==> src/sall_pkg.sv <==
`timescale 1ns / 1ps
// ----------------------------------------------------------------------------
// Sorted linked list package
// Shared constants, operation codes and control structs for the sorted
// linked list block.
// ----------------------------------------------------------------------------
package sall_pkg;

  localparam int SLOTS_DEF = 16;
  localparam int KEY_W     = 32;
  localparam int OP_W      = 2;
  localparam int SLOT_W    = 4;
  localparam int COUNT_W   = 5;

  localparam logic [OP_W-1:0] OP_SEARCH = 2'd0;
  localparam logic [OP_W-1:0] OP_INSERT = 2'd1;
  localparam logic [OP_W-1:0] OP_DELETE = 2'd2;
  localparam logic [OP_W-1:0] OP_CLEAR  = 2'd3;

  // Result of the shared key comparator: stored key against search key.
  typedef struct packed {
    logic lt;
    logic eq;
  } key_cmp_t;

  // Control of the link store.
  typedef struct packed {
    logic wr_en;
    logic clr;
  } link_ctl_t;

endpackage

==> src/sall_key_unit.sv <==
`timescale 1ns / 1ps
// ----------------------------------------------------------------------------
// Key store and comparator
// Holds the key of each slot and compares the word read back against the
// key of the current operation with one signed comparator.
// ----------------------------------------------------------------------------
module sall_key_unit import sall_pkg::*; #(
  parameter int SLOTS = SLOTS_DEF,
  localparam int IDX_W = $clog2(SLOTS)
) (
  input  logic                    clk,
  input  logic [IDX_W-1:0]        rd_addr,
  input  logic                    wr_en,
  input  logic [IDX_W-1:0]        wr_addr,
  input  logic signed [KEY_W-1:0] wr_data,
  input  logic signed [KEY_W-1:0] key,
  output key_cmp_t                cmp
);

  logic signed [KEY_W-1:0] key_mem [SLOTS];
  logic signed [KEY_W-1:0] key_q_r;

  always_ff @(posedge clk) begin
    key_q_r <= key_mem[rd_addr];
    if (wr_en) begin
      key_mem[wr_addr] <= wr_data;
    end
  end

  assign cmp.lt = key_q_r < key;
  assign cmp.eq = key_q_r == key;

endmodule

==> src/sall_link_store.sv <==
`timescale 1ns / 1ps
// ----------------------------------------------------------------------------
// Link store
// Next-slot links of all slots, with a fill mark that stands in for the
// reset contents of the links that were never written.
// ----------------------------------------------------------------------------
module sall_link_store import sall_pkg::*; #(
  parameter int SLOTS = SLOTS_DEF,
  localparam int IDX_W = $clog2(SLOTS),
  localparam int LINK_W = $clog2(SLOTS + 1)
) (
  input  logic              clk,
  input  logic              rst_n,
  input  link_ctl_t         ctl,
  input  logic [IDX_W-1:0]  rd_addr,
  input  logic [IDX_W-1:0]  wr_addr,
  input  logic [LINK_W-1:0] wr_data,
  output logic [LINK_W-1:0] link
);

  logic [LINK_W-1:0] link_mem [SLOTS];
  logic [LINK_W-1:0] link_q_r;
  logic [IDX_W-1:0]  rd_addr_r;
  logic [LINK_W-1:0] fill_r;
  logic [LINK_W-1:0] fill_nxt;

  always_ff @(posedge clk) begin
    link_q_r  <= link_mem[rd_addr];
    rd_addr_r <= rd_addr;
    if (ctl.wr_en) begin
      link_mem[wr_addr] <= wr_data;
    end
  end

  // Slots at or above the fill mark still hold their reset link, i + 1.
  // Slots are handed out in ascending order from the fill mark, so every
  // write lands below it or exactly on it.
  always_comb begin
    fill_nxt = fill_r;
    if (ctl.clr) begin
      fill_nxt = '0;
    end else if (ctl.wr_en && (LINK_W'(wr_addr) == fill_r)) begin
      fill_nxt = fill_r + LINK_W'(1);
    end
  end

  always_ff @(posedge clk) begin
    if (!rst_n) begin
      fill_r <= '0;
    end else begin
      fill_r <= fill_nxt;
    end
  end

  assign link = (LINK_W'(rd_addr_r) >= fill_r) ? LINK_W'(rd_addr_r) + LINK_W'(1)
                                               : link_q_r;

endmodule

==> src/sall_ctrl.sv <==
`timescale 1ns / 1ps
// ----------------------------------------------------------------------------
// Sequencer
// Walks the list one slot per cycle through the key comparator, then
// relinks the slots for insert and delete and registers the result word.
// ----------------------------------------------------------------------------
module sall_ctrl import sall_pkg::*; #(
  parameter int SLOTS = SLOTS_DEF,
  localparam int IDX_W = $clog2(SLOTS),
  localparam int LINK_W = $clog2(SLOTS + 1)
) (
  input  logic                    clk,
  input  logic                    rst_n,
  input  logic                    in_valid,
  output logic                    in_stall,
  input  logic [OP_W-1:0]         in_op,
  input  logic signed [KEY_W-1:0] in_key,
  output logic                    out_valid,
  input  logic                    out_stall,
  output logic                    out_ok,
  output logic [SLOT_W-1:0]       out_slot,
  output logic [COUNT_W-1:0]      out_entry_count,
  output logic [IDX_W-1:0]        rd_addr,
  output logic                    key_we,
  output logic [IDX_W-1:0]        key_wr_addr,
  output logic signed [KEY_W-1:0] key_op,
  input  key_cmp_t                key_cmp,
  output link_ctl_t               link_ctl,
  output logic [IDX_W-1:0]        link_wr_addr,
  output logic [LINK_W-1:0]       link_wr_data,
  input  logic [LINK_W-1:0]       link_rd
);

  localparam logic [2:0] S_IDLE   = 3'd0;
  localparam logic [2:0] S_WALK   = 3'd1;
  localparam logic [2:0] S_INS    = 3'd2;
  localparam logic [2:0] S_LINKIN = 3'd3;
  localparam logic [2:0] S_UNLINK = 3'd4;
  localparam logic [2:0] S_FREE   = 3'd5;
  localparam logic [2:0] S_EMIT   = 3'd6;

  localparam logic [LINK_W-1:0] NIL = LINK_W'(SLOTS);

  logic [2:0]              state_r, state_nxt;
  logic [OP_W-1:0]         op_r, op_nxt;
  logic signed [KEY_W-1:0] key_r, key_nxt;
  logic [LINK_W-1:0]       cur_r, cur_nxt;
  logic [LINK_W-1:0]       prev_r, prev_nxt;
  logic [LINK_W-1:0]       steps_r, steps_nxt;
  logic [LINK_W-1:0]       after_r, after_nxt;
  logic [LINK_W-1:0]       list_head_r, list_head_nxt;
  logic [LINK_W-1:0]       free_head_r, free_head_nxt;
  logic [LINK_W-1:0]       count_r, count_nxt;
  logic                    res_ok_r, res_ok_nxt;
  logic [IDX_W-1:0]        res_slot_r, res_slot_nxt;
  logic                    out_valid_r, out_valid_nxt;
  logic                    out_ok_r, out_ok_nxt;
  logic [SLOT_W-1:0]       out_slot_r, out_slot_nxt;
  logic [COUNT_W-1:0]      out_cnt_r, out_cnt_nxt;

  logic cur_live;
  logic walk_go;
  logic hit;

  assign cur_live = cur_r < NIL;
  assign walk_go  = cur_live && (steps_r < NIL) && key_cmp.lt;
  assign hit      = cur_live && key_cmp.eq;

  always_comb begin
    state_nxt     = state_r;
    op_nxt        = op_r;
    key_nxt       = key_r;
    cur_nxt       = cur_r;
    prev_nxt      = prev_r;
    steps_nxt     = steps_r;
    after_nxt     = after_r;
    list_head_nxt = list_head_r;
    free_head_nxt = free_head_r;
    count_nxt     = count_r;
    res_ok_nxt    = res_ok_r;
    res_slot_nxt  = res_slot_r;
    out_valid_nxt = out_valid_r;
    out_ok_nxt    = out_ok_r;
    out_slot_nxt  = out_slot_r;
    out_cnt_nxt   = out_cnt_r;
    rd_addr       = cur_r[IDX_W-1:0];
    key_we        = 1'b0;
    link_ctl      = '0;
    link_wr_addr  = prev_r[IDX_W-1:0];
    link_wr_data  = cur_r;

    if (out_valid_r && !out_stall) begin
      out_valid_nxt = 1'b0;
    end

    case (state_r)
      S_IDLE: begin
        if (in_valid) begin
          op_nxt  = in_op;
          key_nxt = in_key;
          if (in_op == OP_CLEAR) begin
            list_head_nxt = NIL;
            free_head_nxt = '0;
            count_nxt     = '0;
            link_ctl.clr  = 1'b1;
            res_ok_nxt    = 1'b1;
            res_slot_nxt  = '0;
            state_nxt     = S_EMIT;
          end else begin
            cur_nxt   = list_head_r;
            prev_nxt  = NIL;
            steps_nxt = '0;
            rd_addr   = list_head_r[IDX_W-1:0];
            state_nxt = S_WALK;
          end
        end
      end
      S_WALK: begin
        // The key and link of the current slot arrive from the stores here.
        if (walk_go) begin
          prev_nxt  = cur_r;
          cur_nxt   = link_rd;
          steps_nxt = steps_r + LINK_W'(1);
          rd_addr   = link_rd[IDX_W-1:0];
        end else begin
          after_nxt    = link_rd;
          res_ok_nxt   = 1'b0;
          res_slot_nxt = '0;
          state_nxt    = S_EMIT;
          case (op_r)
            OP_SEARCH: begin
              if (hit) begin
                res_ok_nxt   = 1'b1;
                res_slot_nxt = cur_r[IDX_W-1:0];
              end
            end
            OP_INSERT: begin
              if ((free_head_r < NIL) && !hit) begin
                res_slot_nxt = free_head_r[IDX_W-1:0];
                rd_addr      = free_head_r[IDX_W-1:0];
                state_nxt    = S_INS;
              end
            end
            OP_DELETE: begin
              if (hit) begin
                res_slot_nxt = cur_r[IDX_W-1:0];
                state_nxt    = S_UNLINK;
              end
            end
            default: begin
            end
          endcase
        end
      end
      S_INS: begin
        // The new slot points at the slot where the walk stopped.
        link_ctl.wr_en = 1'b1;
        link_wr_addr   = res_slot_r;
        link_wr_data   = cur_r;
        key_we         = 1'b1;
        free_head_nxt  = link_rd;
        state_nxt      = S_LINKIN;
      end
      S_LINKIN: begin
        if (prev_r < NIL) begin
          link_ctl.wr_en = 1'b1;
          link_wr_addr   = prev_r[IDX_W-1:0];
          link_wr_data   = LINK_W'(res_slot_r);
        end else begin
          list_head_nxt = LINK_W'(res_slot_r);
        end
        count_nxt  = count_r + LINK_W'(1);
        res_ok_nxt = 1'b1;
        state_nxt  = S_EMIT;
      end
      S_UNLINK: begin
        if (prev_r < NIL) begin
          link_ctl.wr_en = 1'b1;
          link_wr_addr   = prev_r[IDX_W-1:0];
          link_wr_data   = after_r;
        end else begin
          list_head_nxt = after_r;
        end
        state_nxt = S_FREE;
      end
      S_FREE: begin
        link_ctl.wr_en = 1'b1;
        link_wr_addr   = res_slot_r;
        link_wr_data   = free_head_r;
        free_head_nxt  = LINK_W'(res_slot_r);
        if (count_r != '0) begin
          count_nxt = count_r - LINK_W'(1);
        end
        res_ok_nxt = 1'b1;
        state_nxt  = S_EMIT;
      end
      S_EMIT: begin
        if (!out_valid_r || !out_stall) begin
          out_valid_nxt = 1'b1;
          out_ok_nxt    = res_ok_r;
          out_slot_nxt  = SLOT_W'(res_slot_r);
          out_cnt_nxt   = COUNT_W'(count_r);
          state_nxt     = S_IDLE;
        end
      end
      default: begin
        state_nxt = S_IDLE;
      end
    endcase
  end

  always_ff @(posedge clk) begin
    if (!rst_n) begin
      state_r     <= S_IDLE;
      list_head_r <= NIL;
      free_head_r <= '0;
      count_r     <= '0;
      out_valid_r <= 1'b0;
    end else begin
      state_r     <= state_nxt;
      list_head_r <= list_head_nxt;
      free_head_r <= free_head_nxt;
      count_r     <= count_nxt;
      out_valid_r <= out_valid_nxt;
    end
  end

  always_ff @(posedge clk) begin
    op_r       <= op_nxt;
    key_r      <= key_nxt;
    cur_r      <= cur_nxt;
    prev_r     <= prev_nxt;
    steps_r    <= steps_nxt;
    after_r    <= after_nxt;
    res_ok_r   <= res_ok_nxt;
    res_slot_r <= res_slot_nxt;
    out_ok_r   <= out_ok_nxt;
    out_slot_r <= out_slot_nxt;
    out_cnt_r  <= out_cnt_nxt;
  end

  assign in_stall        = state_r != S_IDLE;
  assign out_valid       = out_valid_r;
  assign out_ok          = out_ok_r;
  assign out_slot        = out_slot_r;
  assign out_entry_count = out_cnt_r;
  assign key_wr_addr     = res_slot_r;
  assign key_op          = key_r;

endmodule

==> src/sorted_array_linked_list.sv <==
`timescale 1ns / 1ps
// ----------------------------------------------------------------------------
// Sorted array linked list
// Keeps distinct signed keys in ascending order in a fixed set of slots,
// with a free chain, and answers search, insert, delete and clear.
// ----------------------------------------------------------------------------
// One word is taken at a time. Search, insert and delete walk the list from
// its head at one slot per cycle through a single key store read port and one
// signed comparator, and the input stays stalled while the walk runs and, for
// insert and delete, while the slots are relinked. A successful insert or
// delete passes at most SLOTS - 1 slots. The result word waits in an output
// register, and a new input word is taken while it waits. No clearing pass
// follows reset.
module sorted_array_linked_list import sall_pkg::*; #(
  parameter int SLOTS = SLOTS_DEF
) (
  input  logic                    clk,
  input  logic                    rst_n,
  input  logic                    in_valid,
  output logic                    in_stall,
  input  logic [OP_W-1:0]         in_op,
  input  logic signed [KEY_W-1:0] in_key,
  output logic                    out_valid,
  input  logic                    out_stall,
  output logic                    out_ok,
  output logic [SLOT_W-1:0]       out_slot,
  output logic [COUNT_W-1:0]      out_entry_count
);

  localparam int IDX_W  = $clog2(SLOTS);
  localparam int LINK_W = $clog2(SLOTS + 1);

  logic [IDX_W-1:0]        rd_addr;
  logic                    key_we;
  logic [IDX_W-1:0]        key_wr_addr;
  logic signed [KEY_W-1:0] key_op;
  key_cmp_t                key_cmp;
  link_ctl_t               link_ctl;
  logic [IDX_W-1:0]        link_wr_addr;
  logic [LINK_W-1:0]       link_wr_data;
  logic [LINK_W-1:0]       link_rd;

  sall_key_unit #(.SLOTS(SLOTS)) u_key (
    .clk     (clk),
    .rd_addr (rd_addr),
    .wr_en   (key_we),
    .wr_addr (key_wr_addr),
    .wr_data (key_op),
    .key     (key_op),
    .cmp     (key_cmp)
  );

  sall_link_store #(.SLOTS(SLOTS)) u_link (
    .clk     (clk),
    .rst_n   (rst_n),
    .ctl     (link_ctl),
    .rd_addr (rd_addr),
    .wr_addr (link_wr_addr),
    .wr_data (link_wr_data),
    .link    (link_rd)
  );

  sall_ctrl #(.SLOTS(SLOTS)) u_ctrl (
    .clk             (clk),
    .rst_n           (rst_n),
    .in_valid        (in_valid),
    .in_stall        (in_stall),
    .in_op           (in_op),
    .in_key          (in_key),
    .out_valid       (out_valid),
    .out_stall       (out_stall),
    .out_ok          (out_ok),
    .out_slot        (out_slot),
    .out_entry_count (out_entry_count),
    .rd_addr         (rd_addr),
    .key_we          (key_we),
    .key_wr_addr     (key_wr_addr),
    .key_op          (key_op),
    .key_cmp         (key_cmp),
    .link_ctl        (link_ctl),
    .link_wr_addr    (link_wr_addr),
    .link_wr_data    (link_wr_data),
    .link_rd         (link_rd)
  );

endmodule

==> config.mk <==
export PLATFORM = sky130hd
export DESIGN_NAME = sorted_array_linked_list
export DESIGN_NICKNAME = d
export VERILOG_FILES = /design/src/sall_pkg.sv /design/src/sall_key_unit.sv /design/src/sall_link_store.sv /design/src/sall_ctrl.sv /design/src/sorted_array_linked_list.sv
export SDC_FILE = /design/constraint.sdc
export NUM_CORES = 1
export LEC_CHECK = 0
export ABC_CLOCK_PERIOD_IN_PS = 12100
export BUFFER_PORTS_ARGS = -buffer_cell sky130_fd_sc_hd__buf_4
export CAP_MARGIN = 10
export CORE_MARGIN = 4
export CORE_UTILIZATION = 55
export CTS_CLUSTER_DIAMETER = 60
export CTS_CLUSTER_SIZE = 28
export DETAILED_ROUTE_END_ITERATION = 8
export PLACE_DENSITY_LB_ADDON = 0.2
export SYNTH_ARGS = -nofsm -noshare
export SYNTH_HDL_FRONTEND = slang
export SYNTH_SLANG_ARGS = --single-unit
==> constraint.sdc <==
create_clock -name clk -period 12.1 [get_ports clk]
set_input_delay 2.42 -clock clk [delete_from_list [all_inputs] [get_ports clk]]
set_output_delay 2.42 -clock clk [all_outputs]
set_load 0.01 [all_outputs]
==> flow_summary.toml <==
[final_layout]
syn_to_final_growth_pct = 8.54
n_antenna_cell = 0
fin_util = 0.606
mostFrequentLayoutCells = "edfxtp_1, nand3_1, nand2_1"
num-nets-final = 2230
postLayoutCellArea_mm2 = 0.0328
drive_gt1_frac = 0.100
final_common_cell = "edfxtp_1"

[routing]
dr_total_vias = 18900
dr.pass1.iters = 6
wl_per_cell_um = 25.7
drtIter0Drc = 1821
drc_errors = 0
routed_wl_um = 73900
via_per_inst = 6.55
postRouteAntennaNets = 0

[worst_setup_path]
crit_slowest_cell = "and3_2"
cp-end-kind = "flip-flop"
worstPathBufferInverterCount = 3
path_common_cell = "buf_4"
cp_max_fo = 82
critPathRequiredTime_ps = 12640
critPathLaunchType = "flip-flop"
path_cells = "inv_1, ha_1, nand4_1, nor4_4, a21boi_2, o41ai_4, and3_2, a31oi_4, nor2_4, buf_4, buf_4, mux2i_1, a221o_1, nand3_1"
worstPathArrival_ps = 7080
critPathTopFamily = "buffers and inverters"
slowest_delay_ps = 1060
critPathKind = "reg -> reg"

[hold_path]
hold_path_class = "reg -> reg"

[cts]
htree_levels = 2
tritoncts = "built"
cts_root_buffer = "clkbuf_16"
cts_buffer_depth = 3
post_cts_resize_count = 0
clkLatencyLatePin_ps = 620
cts_num_sinks = 726
ctsHoldBuffers = 0
cts_buffers = 46
cts.clk_slew.worst_paths_ps = 90
cts_setup_buffers = 0

[floorplanning]
dieArea_mm2 = 0.0588
ioPinCount = 50
die_x_um = 242
core_area_mm2 = 0.0541
start_util = 0.558
num_rows = 85
die-height_um = 242

[logic_synthesis]
synth_compound_area_frac = 0.127
syn_inst = 2165
synth-adder-area-share = 0.0197
synth_xor_xnor_area_share = 0.00464
synth_top_family_by_area = "compound AO/OA/AOI/OAI gates"
synthSimpleGateAreaFrac = 0.0836
yosysWarningCount = 0
ys_seq_area_frac = 0.700
synth-edff-count = 661
synth_seq_cells = 726
async_flop_share = 0
yosysUniqueCellTypes = 70
synth_flop_cell = "edfxtp_1"
synth.cell_area_mm2 = 0.0302
synth_mux_area_frac = 0.0288
avgSynthCellArea_um2 = 14.0
synth_nets = 2250

[sta]
clock_skew_ps = 42.0
final.setup.worst_slack_ps = 5560
max_freq_mhz = 153
min_period_ps = 6540
worst_pin_slew_ps = 1260
drv_slew = 0
setup_viol = 0
rsz0062_at_grt = "false"
setup-tns-final_ps = 0
period_share = 0.540
hold_viol = 0
slew-limit-headroom = 0.162

[pwr]
leakagePower_nw = 11.4
p_per_area_mw_per_mm2 = 257
worst_ir_drop_vdd_v = 0.000175

[global_routing]
antenna_found_initial = 0
grt_first_pass_wirelength_um = 112000
grt_pass1_vias = 18300
grt_max_degree = 107
gr-total-overflow = 0
grt_util_all_layers = 0.245

[placed_design]
place_ws_ps = 5710
hpwlAfterDp_um = 38100
port_buffers = 49
place_congestion = 0.851
dpl_cell_area_mm2 = 0.0312

[run_status]
status = "finished clean"

[job]
maxCapViolations = 0
==> state kept, by name (all words and copies together), names as in the netlist, 5 cells and up <==
register and count:
u_ctrl.after_r 5, u_ctrl.count_r 5, u_ctrl.cur_r 5, u_ctrl.free_head_r 5, u_ctrl.key_op 32, u_ctrl.list_head_r 5
u_ctrl.out_entry_count 5, u_ctrl.prev_r 5, u_ctrl.steps_r 5, u_key.key_mem 512, u_key.key_q_r 32, u_link.fill_r 5
u_link.link_mem 80, u_link.link_q_r 5
==> kinds of logic after synthesis <==
family,after synthesis
and+or+nand+nor,513
muxes,87
adders and majority gates,47
xor gates and xnor gates,16
DFF,726
AOI/OAI and AO/OA,531
buffers and inverters,245
==> power by group <==
part | total (W) | leakage (nW) | internal, W | switching (W)
Combinational | 0.00325 | 4.06 | 0.00100 | 0.00225
Sequential | 0.00344 | 6.51 | 0.00318 | 0.000252
Clock | 0.00174 | 0.808 | 0.000797 | 0.000938
==> path summary, 6_finish.rpt <==
path | start | endpoint | slack, ps | depth (start not counted)
setup / recovery | u_ctrl.key_op[11] | u_key.key_q_r[23] | 5560 | 14
setup reg to reg | u_ctrl.key_op[11] | u_key.key_q_r[23] | 5560 | 14
hold / removal | u_ctrl.res_ok_r | u_ctrl.out_ok | 450 | 0
hold reg to reg | u_ctrl.res_ok_r | u_ctrl.out_ok | 450 | 0
==> per-stage QoR <==
stage,hold WS [ps],total power (W),instances
2_1_floorplan,400,0.00572,2165
3_3_place_gp,457,0.00662,2793
3_5_place_dp,435,0.00669,2793
4_1_cts,451,0.00842,2878
5_1_grt,458,0.00885,2878
6_report,454,0.00842,2878
==> final cells by class <==
cell class / instances / area (um^2)
Tap cell: 696 / 871
Clock inverter: 35 / 439
Sequential cell: 726 / 21200
Timing Repair Buffer: 88 / 661
Inverter: 89 / 342
Clock buffer: 50 / 1210
Multi-Input combinational cell: 1194 / 8130
Fill cell: 4067 / 21300
==> worst register-to-register path, stage by stage (launching register included) <==
cell and delay (ps):
edfxtp_1 700, inv_1 120, ha_1 370, nand4_1 200, nor4_4 120, a21boi_2 200
o41ai_4 670, and3_2 1060, a31oi_4 210, nor2_4 190, buf_4 920, buf_4 940
mux2i_1 270, a221o_1 390, nand3_1 90
==> routing by layer <==
layer,global-route usage,vias to the layer above,part of all wire
li1,-,8390,-
met5,0,-,0
met3,0.0500,130,0.093
met1,0.342,9427,0.41
met4,0.0765,0,0.027
met2,0.393,913,0.47
==> cell usage after synthesis (51+ instances only) <==
cell type / number / area, um^2
clkbuf_1: 80 / 300
nor2_1: 71 / 267
a211oi_1: 78 / 586
o21ai_0: 96 / 480
dfxtp_1: 65 / 1300
a21oi_1: 104 / 521
edfxtp_1: 661 / 19800
mux2i_1: 87 / 871
a221o_1: 75 / 751
nand2_1: 116 / 435
nand3_1: 202 / 1010
inv_1: 86 / 323
buf_2: 51 / 255
Note: power is estimated with default switching activity, not from simulation.
